$ cat src/rtl/core/pli_pkg.sv
package pli_pkg;

  // fixed field widths
  localparam int PC_W   = 9;
  localparam int SEG_W  = 8;
  localparam int DATA_W = 32;
  localparam int PROD_W = 64;
  // quotient bits kept; anything at or above 2**QUO_W saturates
  localparam int QUO_W  = 35;

  // request operations
  localparam logic [1:0] OP_WRITE   = 2'd0;
  localparam logic [1:0] OP_QUERY   = 2'd1;
  localparam logic [1:0] OP_RESTART = 2'd2;
  localparam logic [1:0] OP_NOP     = 2'd3;

  // result status codes
  localparam logic [1:0] STAT_OK    = 2'd0;
  localparam logic [1:0] STAT_BELOW = 2'd1;
  localparam logic [1:0] STAT_ABOVE = 2'd2;

  typedef enum logic [3:0] {
    S_IDLE,
    S_CHK_LO,
    S_CHK_HI,
    S_WALK,
    S_RD_Y0,
    S_RD_Y1,
    S_MUL,
    S_DIV_GO,
    S_DIV_WAIT,
    S_FIN
  } pli_state_t;

  typedef struct packed {
    logic done;
    logic ovf;
  } div_status_t;

endpackage

$ cat src/rtl/core/pli_div.sv
module pli_div
  import pli_pkg::*;
(
  input  logic              clk,
  input  logic              rst,
  input  logic              start,
  input  logic [PROD_W-1:0] dividend,
  input  logic [DATA_W-1:0] divisor,
  output div_status_t       status,
  output logic [QUO_W-1:0]  quotient
);

  localparam int CNT_W = $clog2(QUO_W + 1);
  localparam int HI_W  = PROD_W - QUO_W;

  logic              busy;
  logic              done;
  logic              ovf;
  logic [CNT_W-1:0]  cnt;
  logic [DATA_W-1:0] rem;
  logic [DATA_W-1:0] dvs;
  logic [QUO_W-1:0]  sh;

  logic [HI_W-1:0]   hi;
  logic              too_big;
  logic [DATA_W:0]   trial;
  logic [DATA_W:0]   diff;
  logic              fits;

  // upper dividend bits decide saturation before any iteration
  assign hi      = dividend[PROD_W-1:QUO_W];
  assign too_big = DATA_W'(hi) >= divisor;

  // one restoring step per cycle
  assign trial = {rem, sh[QUO_W-1]};
  assign diff  = trial - {1'b0, dvs};
  assign fits  = trial >= {1'b0, dvs};

  always_ff @(posedge clk) begin
    if (rst) begin
      busy <= 1'b0;
      done <= 1'b0;
      ovf  <= 1'b0;
      cnt  <= '0;
    end else begin
      done <= 1'b0;
      if (start) begin
        ovf <= too_big;
        rem <= DATA_W'(hi);
        sh  <= dividend[QUO_W-1:0];
        dvs <= divisor;
        cnt <= CNT_W'(QUO_W);
        if (too_big) begin
          done <= 1'b1;
        end else begin
          busy <= 1'b1;
        end
      end else if (busy) begin
        rem <= fits ? diff[DATA_W-1:0] : trial[DATA_W-1:0];
        sh  <= {sh[QUO_W-2:0], fits};
        cnt <= cnt - CNT_W'(1);
        if (cnt == CNT_W'(1)) begin
          busy <= 1'b0;
          done <= 1'b1;
        end
      end
    end
  end

  assign status.done = done;
  assign status.ovf  = ovf;
  assign quotient    = sh;

endmodule

$ cat config.mk
export PLATFORM = sky130hd
export DESIGN_NAME = pli_div
export DESIGN_NICKNAME = d
export VERILOG_FILES = /design/src/rtl/core/pli_pkg.sv /design/src/rtl/core/pli_div.sv
export SDC_FILE = /design/constraint.sdc
export NUM_CORES = 1
export LEC_CHECK = 0
export BUFFER_PORTS_ARGS = -buffer_cell sky130_fd_sc_hd__buf_2
export CAP_MARGIN = 30
export CELL_PAD_IN_SITES_DETAIL_PLACEMENT = 1
export CELL_PAD_IN_SITES_GLOBAL_PLACEMENT = 1
export CORE_UTILIZATION = 44
export CTS_CLUSTER_DIAMETER = 200
export DETAILED_ROUTE_END_ITERATION = 16
export PLACE_DENSITY_LB_ADDON = 0.1
export SLEW_MARGIN = 25
export SYNTH_ARGS = -nofsm -noshare
export SYNTH_HDL_FRONTEND = slang
export SYNTH_SLANG_ARGS = --single-unit
$ cat constraint.sdc
create_clock -name clk -period 5.17 [get_ports clk]
set_input_delay 0.2585 -clock clk [delete_from_list [all_inputs] [get_ports clk]]
set_output_delay 0.2585 -clock clk [all_outputs]
set_load 0.1 [all_outputs]
### After elaboration in Yosys (flattened, before gate mapping)

Index checks and enable logic that the tools add are counted.

| storage, ports and cells | value |
|---|---|
| bits in registers | 108 |
| bits of input ports | 99 |
| output and inout port bits | 37 |
| word-level logic and storage cells | 35 |

| cells by class | value |
|---|---|
| add/subtract/negate cells | 2 |
| order comparisons | 2 |
| equal/unequal tests | 2 |
| mux-type cells | 15 |
| bitwise gates (word level) | 1 |
| reductions and logical operators | 4 |

Operators by type and width:

| operator | number |
|---|---|
| two-way mux 35 bit | 2 |
| two-way mux 32 bit | 2 |
| >= comparator 33 x 32 -> 1 bit | 1 |
| >= comparator 29 x 32 -> 1 bit | 1 |
| subtractor 32 bit | 1 |
| two-way mux 29 bit | 1 |
| two-way mux 6 bit | 2 |
| two-way mux 1 bit | 8 |
| == test 6 x 1 -> 1 bit, second input constant | 1 |
| subtractor 6 x 1 -> 6 bit, second input constant | 1 |
| AND reduction 2 bit | 2 |
| != test 2 bit, second input constant | 1 |
| nonzero test 2 bit | 1 |
| OR reduction 2 bit | 1 |
| NOT 1 bit | 1 |

### Logic depth before layout (Yosys ltp)

Gate-level depths: netlist (run 1).

| logic depth | value |
|---|---|
| depth in word-level cells | 4 |
| mapped depth | 13 |
| depth with buffers taken out | 13 |

### Worst setup path before layout (run 1)

OpenSTA, ideal clock, no wires.

| timing | value |
|---|---|
| path kind | in2reg |
| from | in start |
| to | reg sh[0] (netlist: quotient[0]), enable pin |
| setup time | 0.494 ns |
| data arrival time | 3.432 ns |
| required time | 4.676 ns |
| slack | 1.244 ns |
| stages | 3 |
| path buffers | 1 |
| cells stage by stage | clkbuf_1 -> nor2_1 -> nor2_1 |

| on the way | value |
|---|---|
| word-level cells in the longest chain between the ends | 2 |

Ends and longest elaborated chain:

| what | line | source |
|---|---|---|
| start, declared | pli_div.sv:6 | `input logic start,` |
| nonzero test 2 bit (no source line) | n/a |  |
| AND reduction 2 bit (no source line) | n/a |  |
| end signal, assigned | pli_div.sv:50 | `sh <= dividend[QUO_W-1:0];` |
| end signal, assigned | pli_div.sv:60 | `sh <= {sh[QUO_W-2:0], fits};` |
| end, declared | pli_div.sv:22 | `logic [QUO_W-1:0] sh;` |

Every way passes these cells.
A chain may end at the register's enable or synchronous reset.

### Worst setup path after layout (run 1)

| timing | value |
|---|---|
| from | reg rem[15] |
| to | reg rem[5], data pin |

| on the way | value |
|---|---|
| word-level cells in the longest chain between the ends | 4 |

Ends and longest elaborated chain:

| what | line | source |
|---|---|---|
| start, declared | pli_div.sv:20 | `logic [DATA_W-1:0] rem;` |
| start signal, assigned | pli_div.sv:49 | `rem <= DATA_W'(hi);` |
| start signal, assigned | pli_div.sv:59 | `rem <= fits ? diff[DATA_W-1:0] : trial[DATA_W-1:0];` |
| >= comparator 33 x 32 -> 1 bit | pli_div.sv:37 | `assign fits = trial >= {1'b0, dvs};` |
| two-way mux 32 bit | pli_div.sv:59 |  |
| two-way mux 32 bit | pli_div.sv:58 | `end else if (busy) begin` |
| two-way mux 29 bit | pli_div.sv:47 | `if (start) begin` |

Every way passes these cells. The select of a mux whose other input is x is not followed.

==> results of run 1 <==
[report_power, final]
part | internal [mW] | total (mW) | switching (mW)
registers | 1.05 | 1.08 | 0.0362
logic | 0.319 | 0.862 | 0.543
clock network | 0.343 | 0.707 | 0.364
total | 1.71 | 2.65 | 0.943
[final timing paths]
check,slack (ps),endpoint
worst max-delay path,1710,rem[5]$_DFFE_PP_
worst min-delay path,70,dvs[3]$_DFFE_PP_
worst max register to register,1710,rem[5]$_DFFE_PP_
worst min register to register,470,ovf$_SDFFE_PP0P_
[cells by family after synthesis]
| logic type | synth area share, % |
|---|---|
| xor+xnor | 4.16 |
| mux | 8.74 |
| flops | 45.4 |
| compound gates | 14.9 |
| simple gates | 9.90 |
| buf+inv | 5.26 |
| fa+ha+maj | 11.6 |
[registers in the layout, indices dropped and copies added, names as in the netlist]
name / cells
ovf: 1
busy: 1
done: 1
quotient: 35
cnt: 6
dvs: 32
rem: 32
[cell type report]
class | count | area [um^2]
fillers | 1741 | 7170
multi-input cells | 458 | 3440
flip-flops and latches | 108 | 3150
repair buffers | 140 | 743
well taps | 211 | 264
inverters | 68 | 255
clock buffers | 10 | 229
clock inverters | 6 | 62.6
[critical path, stage by stage (launching register included)]
cell      delay, ps
edfxtp_1        410
ha_1            390
and3_1          240
nand2_1          80
nor4_1          530
a21oi_1         270
o211ai_2        480
buf_4           380
a21oi_1         140
mux2_2          280
[per-stage QoR]
stage	power [mW]	std cells	utilization (%)	setup slack (ps)	hold WS [ps]
3_3_place_gp	1.93	983	51.0	1670	449
4_1_cts	2.68	1001	53.2	1680	60.1
3_5_place_dp	1.97	985	51.3	1670	452
5_1_grt	2.78	1001	53.2	1440	57.5
6_report	2.65	1001	53.2	1710	74.0
2_1_floorplan	1.75	659	-	1240	357
[synth_stat cells (2+ instances only)]
cell	instances	area share [%]
a211oi_1	8	0.87
a21o_1	27	2.9
a21oi_1	60	4.3
a221oi_1	2	0.25
a31oi_1	3	0.27
and3_1	4	0.36
buf_1	5	0.27
buf_2	7	0.50
buf_4	2	0.22
clkbuf_1	11	0.59
dfxtp_1	9	2.6
edfxtp_1	99	43
ha_1	63	11
inv_1	68	3.7
mux2_2	53	8.6
nand2_1	45	2.4
nand2b_1	3	0.27
nand3_1	9	0.65
nand4_1	8	0.72
nor2_1	45	2.4
nor2b_1	6	0.54
nor3_1	14	1.0
nor4_1	5	0.45
nor4b_1	2	0.25
o211ai_1	3	0.32
o21a_1	2	0.22
o21ai_0	28	2.0
o21ai_1	6	0.43
o21bai_1	3	0.32
o31ai_1	2	0.22
xnor2_1	20	2.5
xor2_1	13	1.6
[metal layers]
layer | vias up | share of wire, % | global-route usage [%]
li1 | 2644 | - | -
met1 | 2604 | 42 | 24.7
met2 | 120 | 51 | 40.5
met3 | 16 | 5.4 | 6.83
met4 | 0 | 1.5 | 5.95
met5 | - | 0 | 0
==> results.py, run 1 <==
metrics = {
    "status": {
        "status": "finished clean",
    },
    "critical_path": {
        "arrival_ps": 3580,
        "worst_ep_required_time_ps": 5290,
        "reg2regPathDepth": 9,
        "end_kind": "flop",
        "r2r-start": "rem[15]$_DFFE_PP_",
        "startpoint": "rem[15]$_DFFE_PP_",
        "path_class": "flop to flop",
        "crit_fanout": 25,
        "cp-start-kind": "flop",
    },
    "route": {
        "routed_via_density": 5.38,
        "wl_um": 17300,
        "drtPass1Iterations": 4,
        "num_vias": 5384,
        "ant_nets": 0,
        "first_iter_violations": 178,
        "drc": 0,
        "wl_per_cell_um": 17.2,
    },
    "timing": {
        "setup_violations": 0,
        "hold_viol_final": 0,
        "relSlewSlack_pct": 54.1,
        "clock.fmax_mhz": 289,
        "clock_skew_ps": 8.92,
        "fin_crit_ps": 3460,
        "fin_crit_sh_pct": 66.9,
        "maxSlewViolCount": 0,
        "finalSetupTns_ps": 0,
        "rsz0062_at_grt": "no",
        "tightestPinTransition_ps": 689,
    },
    "cts": {
        "ctsHtreeMaxLevel": 3,
        "clk_path_buf_depth": 2,
        "clock_tree.root_cell": "clkbuf_16",
        "cts_tree": "built",
        "numCtsBuffers": 9,
        "postCtsHoldBufs": 0,
        "cts-resized-gates": 0,
        "clock_latency_ps": 370,
        "post_cts_buffers": 0,
        "clkTransAtPathRegs_ps": 80,
        "clkSinkCount": 108,
    },
    "logic_synthesis": {
        "synth_area_um2": 6940,
        "ys_warn_count": 0,
        "syn-num-nets": 822,
        "seq_area_frac_synth_pct": 45.4,
        "synthFlopType": "edfxtp_1",
        "synth-async-reset-ratio_pct": 0,
        "synth.avg_cell_area_um2": 10.5,
        "synth.ff_latch_count": 108,
        "synth_cell_types": 56,
        "syn_inst": 659,
        "synth_edf_count": 99,
    },
    "floorplan": {
        "dieHeight_um": 128,
        "die_area_um2": 16300,
        "die_w_um": 128,
        "core-area_um2": 15300,
        "start_util_pct": 45.3,
        "pin_count": 136,
        "rows": 45,
    },
    "placed_design": {
        "dp_hpwl_um": 13500,
        "postPlaceCellArea_um2": 7850,
        "gp_congestion": 0.855,
        "io_buffers": 135,
    },
    "worst_hold_path": {
        "hold_path_startpoint": "divisor[3]",
        "hold_depth": 1,
        "min_path_type": "primary input to flop",
    },
    "cells_and_area": {
        "syn2layout_area_growth_pct": 17.3,
        "final_cell_mix": "buf_2, edfxtp_1, inv_1",
        "final_layout_size_suffix_gt1_share_pct": 27.7,
        "final_common_cell": "buf_2",
        "antenna_cells": 0,
        "fin_area_um2": 8140,
        "final_nets": 948,
    },
    "pwr": {
        "peakVddDrop_mv": 0.189,
        "cellPowerDensity_nw_per_um2": 326,
        "p_leak_nw": 3.57,
    },
    "grt": {
        "grt_pass1_wl_um": 27900,
        "track_usage_pct": 22.1,
        "grt_pass1_vias": 5789,
        "grt.overflow.total": 0,
        "antenna_found_initial": 0,
        "grt_max_degree": 62,
    },
    "job": {
        "maxCapViolCount": 0,
    },
}
Power figures use the tool's default switching activity.
==> inputs of run 2 (changes only) <==
CORE_UTILIZATION = 39   (was 44)
clock period = 2.9 ns   (was 5.17 ns; I/O delays follow)
==> run 2 against run 1 <==
Effect of this change:
- the run now ends with negative setup slack left
- sequential share of layout area down 4.5 points
- flip-flop and latch count unchanged
- worst hold slack worse by 2.8 ps
- maximum frequency up 19%
- wire length up 11%
- sequential power up 80%
- setup slack worse by 1700 ps
- die area up 13%
- global-route usage down 0.92 points
- final cell count up 9.8%
==> results.py, run 2 (synthesized netlist as in run 1, its figures left out) <==
metrics = {
    "grt": {
        "grt_max_degree": 61,
        "use_met3_pct": 5.42,
        "grt-busiest-layer": "met2",
        "grt_pass1_wl_um": 30200,
        "grt.overflow.total": 0,
        "gr-usage-met1_pct": 24.5,
        "use_met2_pct": 38.0,
        "antenna_found_initial": 0,
        "grt_pass1_vias": 6202,
        "track_usage_pct": 21.2,
    },
    "critical_path": {
        "crit_top_cell": "o31ai_4",
        "r2r_end": "rem[22]$_DFFE_PP_",
        "cp-start-kind": "flop",
        "crit_slowest_cell": "edfxtp_1",
        "end_kind": "flop",
        "reg2regPathDepth": 10,
        "worst_ep_required_time_ps": 3030,
        "crit_fanout": 4,
        "r2r_slack_ps": -3,
        "max_stage_delay_ps": 450,
        "path_class": "flop to flop",
        "crit_chain": "ha_4 > a2111oi_4 > a21boi_4 > o31ai_4 > o31ai_4 > o221ai_4 > a21oi_4 > xor2_1 > o21ai_1 > mux2_2",
        "arrival_ps": 3030,
        "r2r-start": "rem[3]$_DFFE_PP_",
    },
    "floorplan": {
        "pin_count": 136,
        "dieHeight_um": 135,
        "core-area_um2": 17400,
        "rows": 48,
        "die_area_um2": 18300,
        "die_w_um": 135,
        "start_util_pct": 40.0,
    },
    "timing": {
        "layout_setup_ws_ps": -3.38,
        "fin_crit_ps": 2900,
        "clock_skew_ps": 9.44,
        "maxSlewViolCount": 0,
        "relSlewSlack_pct": 48.5,
        "tightestPinTransition_ps": 765,
        "rsz0062_at_grt": "yes",
        "setup_violations": 1,
        "fin_crit_sh_pct": 100,
        "hold_viol_final": 0,
        "holdWs_ps": 71.2,
        "clock.fmax_mhz": 344,
    },
    "status": {
        "violations": "negative setup slack",
        "status": "finished, violations left",
    },
    "cts": {
        "cts_tree": "built",
        "clkSinkCount": 108,
        "numCtsBuffers": 9,
        "clkTransAtPathRegs_ps": 80,
        "ctsHtreeMaxLevel": 3,
        "clock_latency_ps": 370,
        "clock_tree.root_cell": "clkbuf_16",
        "clk_path_buf_depth": 2,
    },
    "route": {
        "ant_nets": 0,
        "first_iter_violations": 185,
        "drc": 0,
        "wl_um": 19200,
        "drtPass1Iterations": 5,
        "routed_via_density": 5.20,
        "wl_per_cell_um": 17.5,
        "num_vias": 5710,
    },
    "cells_and_area": {
        "syn2layout_area_growth_pct": 32.6,
        "final_util_pct": 53.0,
        "antenna_cells": 0,
        "largest_reg_flops": 35,
        "final_cell_mix": "buf_2, edfxtp_1, inv_1",
        "final_nets": 1032,
        "final_layout_size_suffix_gt1_share_pct": 34.9,
        "final_common_cell": "buf_2",
    },
    "placed_design": {
        "dp_hpwl_um": 14000,
        "gp_congestion": 0.862,
        "place_worst_setup_slack_ps": -114,
        "io_buffers": 135,
    },
    "pwr": {
        "cellPowerDensity_nw_per_um2": 562,
        "p_leak_nw": 4.03,
        "peakVddDrop_mv": 0.361,
    },
    "worst_hold_path": {
        "hold_path_startpoint": "dividend[24]",
        "hold_depth": 2,
        "min_path_type": "primary input to flop",
        "min_to": "quotient[24]$_DFFE_PP_",
    },
    "job": {
        "maxCapViolCount": 0,
    },
}
run 2: worst max-delay path: cells and delay by family (launching register included):
| kind | cells | cell delay [ps] |
|---|---|---|
| xor+xnor | 1 | 170 |
| mux | 1 | 250 |
| flops | 1 | 450 |
| fa+ha+maj | 1 | 300 |
| compound gates | 7 | 1480 |
run 2: layout make-up:
| type | instances | area (um^2) |
|---|---|---|
| repair buffers | 224 | 1500 |
| clock inverters | 7 | 80.1 |
| multi-input cells | 458 | 3700 |
| fillers | 1933 | 8150 |
| inverters | 68 | 255 |
| well taps | 225 | 282 |
| flip-flops and latches | 108 | 3150 |
| clock buffers | 9 | 225 |
run 2: worst max-delay path by stage:
stage	slack, ps	start	endpoint
final	-3	rem[3]$_DFFE_PP_	rem[22]$_DFFE_PP_
after global routing	-140	quotient[34]$_DFFE_PP_	rem[22]$_DFFE_PP_
after CTS	6	quotient[34]$_DFFE_PP_	rem[24]$_DFFE_PP_
after detailed placement	-110	quotient[34]$_DFFE_PP_	rem[24]$_DFFE_PP_
after global placement	-20	quotient[34]$_DFFE_PP_	rem[24]$_DFFE_PP_
after floorplan	-400	quotient[34]$_DFFE_PP_	rem[30]$_SDFFCE_PP0P_
run 2: stage by stage:
stage,power [mW],cells,TNS (ps),instance area (um^2)
after floorplan,3.15,659,-3600,6990
after global placement,3.62,1040,-31.0,8210
after detailed placement,3.68,1040,-475,8210
after CTS,5.06,1090,0,8900
after global routing,5.43,1099,-1330,9200
final,5.17,1099,-3.38,9200
run 2: power breakdown:
group / leakage [nW] / switching [mW] / internal, mW
Clock: 0.150 / 0.629 / 0.684
Combinational: 2.87 / 1.09 / 0.823
Sequential: 1.01 / 0.0700 / 1.87
Total: 4.03 / 1.79 / 3.38
run 2: what timing repair did:
action                                  CTS  global route
hold endpoints to repair                 32             0
gates cloned                              0             3
endpoints found under the setup margin   11            30
hold buffers                             32             0
setup buffers                             2             6
pin swaps                                 4             8
resized for setup                         9            37
run 2: routing by layer:
layer / vias to the layer above / share of wire [%]
met2: 132 / 50
met1: 2748 / 43
li1: 2807 / -
met3: 23 / 4.7
met5: - / 0
met4: 0 / 2.0
==> inputs of run 3 (changes only) <==
SETUP_SLACK_MARGIN = 0.2   (was not set)
==> run 3 against run 2 <==
Effect of this change:
- the run still ends with negative setup slack left
- global-route usage is 0.69 points higher
- core utilization rose by 2.7 points
- die area unchanged
- wire length grew 7.8%
- flip-flop and latch count unchanged
- sequential power hardly changed
- clock power about the same
- worst hold slack lost 2.8 ps
- first-iteration DRC count is 3.8% higher
- maximum frequency shrank 0.92%
- clock skew is 3.3 ps higher
- via count is 2.6% higher
- critical path type unchanged
==> results.py, run 3 (synthesized netlist as in run 1, its figures left out) <==
metrics = {
    "pwr": {
        "p_leak_nw": 4.17,
        "cellPowerDensity_nw_per_um2": 563,
        "power_mw": 5.44,
        "peakVddDrop_mv": 0.359,
    },
    "cts": {
        "numCtsBuffers": 9,
        "clkSinkCount": 108,
        "clock_tree.root_cell": "clkbuf_16",
        "ctsHtreeMaxLevel": 3,
        "clock_latency_ps": 370,
        "clkTransAtPathRegs_ps": 90,
        "clk_path_buf_depth": 2,
        "cts_tree": "built",
    },
    "worst_hold_path": {
        "min_to": "quotient[17]$_DFFE_PP_",
        "min_path_type": "primary input to flop",
        "hold_depth": 2,
        "hold_path_startpoint": "dividend[17]",
    },
    "cells_and_area": {
        "fin_cells": 1111,
        "final_common_cell": "buf_2",
        "syn2layout_area_growth_pct": 39.3,
        "seq_area_um2": 3150,
        "fin_area_um2": 9670,
        "multi_input_area_um2": 3980,
        "fillers": 1887,
        "final_layout_size_suffix_gt1_share_pct": 41.2,
        "largest_reg_flops": 35,
        "antenna_cells": 0,
        "final_util_pct": 55.7,
        "final_cell_mix": "buf_2, edfxtp_1, inv_1",
        "final_nets": 1044,
    },
    "timing": {
        "relSlewSlack_pct": 47.2,
        "clock_skew_ps": 12.7,
        "hold_viol_final": 0,
        "fin_crit_sh_pct": 101,
        "layout_setup_ws_ps": -30.4,
        "tightestPinTransition_ps": 785,
        "holdWs_ps": 68.4,
        "clock.fmax_mhz": 341,
        "fin_crit_ps": 2930,
        "rsz0062_at_grt": "yes",
        "setup_violations": 3,
        "maxSlewViolCount": 0,
    },
    "floorplan": {
        "pin_count": 136,
        "start_util_pct": 40.0,
        "rows": 48,
        "core-area_um2": 17400,
        "dieHeight_um": 135,
        "die_area_um2": 18300,
        "die_w_um": 135,
    },
    "critical_path": {
        "path_class": "flop to flop",
        "crit_fanout": 3,
        "r2r_end": "rem[30]$_SDFFCE_PP0P_",
        "r2r-start": "quotient[34]$_DFFE_PP_",
        "r2r_slack_ps": -30,
        "reg2regPathDepth": 14,
        "cp-start-kind": "flop",
        "arrival_ps": 3040,
        "end_kind": "flop",
        "worst_ep_required_time_ps": 3010,
    },
    "route": {
        "drc": 0,
        "wl_um": 20700,
        "routed_via_density": 5.27,
        "num_vias": 5860,
        "ant_nets": 0,
        "first_iter_violations": 192,
        "drtPass1Iterations": 4,
        "wl_per_cell_um": 18.6,
    },
    "grt": {
        "grt_max_degree": 40,
        "grt_pass1_vias": 6138,
        "grt.overflow.total": 0,
        "grt_pass1_wl_um": 30900,
        "antenna_found_initial": 0,
        "track_usage_pct": 21.9,
    },
    "status": {
        "violations": "negative setup slack",
        "status": "finished, violations left",
    },
    "placed_design": {
        "dp_hpwl_um": 14200,
        "postPlaceCellArea_um2": 8180,
        "io_buffers": 135,
        "gp_congestion": 0.849,
        "dpl.cell_count": 1036,
    },
    "job": {
        "maxCapViolCount": 0,
    },
}
run 3: changes by cell type in the layout (fill, tap and decap cells not counted), sizes merged:
cell / before / now
buf: 190 / 201
bufinv: 1 / 0
clkbuf: 11 / 12
clkinv: 3 / 2
inv: 71 / 73
run 3: metrics by stage:
stage	TNS (ps)	worst slack, ps
after floorplan	-3860	-403
after global placement	-43.1	-23.7
after detailed placement	-597	-219
after CTS	-41.0	-30.5
after global routing	-852	-165
final	-44.7	-30.4
run 3: cell type report:
cell class                      instances  share of cell area, %
Multi-Input combinational cell        458                   41.2
Sequential cell                       108                   32.6
Timing Repair Buffer                  236                   17.6
Tap cell                              225                   2.91
Inverter                               68                   2.64
Clock buffer                            9                   2.33
Clock inverter                          7                  0.777
run 3: routing by layer:
layer,GRT usage (%),up-vias,share of wire (%)
met5,0,-,0
met1,25.7,2876,43
met3,5.09,17,4.1
met2,39.1,132,52
met4,7.05,0,1.8
li1,-,2835,-
run 3: repair_timing:
action	in CTS	in global routing
pin swaps	13	23
endpoints found under the hold margin	32	0
resized for setup	34	85
endpoints found under the setup margin	32	33
gates cloned	2	4
setup buffers	5	16
hold buffers	32	0
run 3: power by group:
group | leakage (nW) | switching (mW) | internal (mW)
Sequential | 1.01 | 0.0777 | 1.87
Combinational | 3.01 | 1.22 | 0.974
Clock | 0.150 | 0.686 | 0.619
run 3: critical path, cell delays in order, from the launching register on:
cell      delay, ps
edfxtp_1        380
inv_1            70
ha_2            170
inv_2            40
fa_2            330
a21o_1          210
a21boi_4        180
o31ai_4          90
o31ai_4         300
o221ai_4        160
a21oi_4         210
buf_4           140
o41ai_2          80
xnor2_1         210
a211oi_1        100
run 3: how the worst max path moves through the flow:
| stage | from | end | slack [ps] | depth (start not counted) |
|---|---|---|---|---|
| final | quotient[34]$_DFFE_PP_ | rem[30]$_SDFFCE_PP0P_ | -30 | 14 |
| after detailed placement | quotient[34]$_DFFE_PP_ | rem[26]$_DFFE_PP_ | -220 | 13 |
| after global routing | quotient[34]$_DFFE_PP_ | rem[30]$_SDFFCE_PP0P_ | -170 | 14 |
| after CTS | quotient[34]$_DFFE_PP_ | rem[26]$_DFFE_PP_ | -30 | 13 |
| after floorplan | quotient[34]$_DFFE_PP_ | rem[30]$_SDFFCE_PP0P_ | -400 | 13 |
| after global placement | quotient[34]$_DFFE_PP_ | rem[22]$_DFFE_PP_ | -20 | 13 |
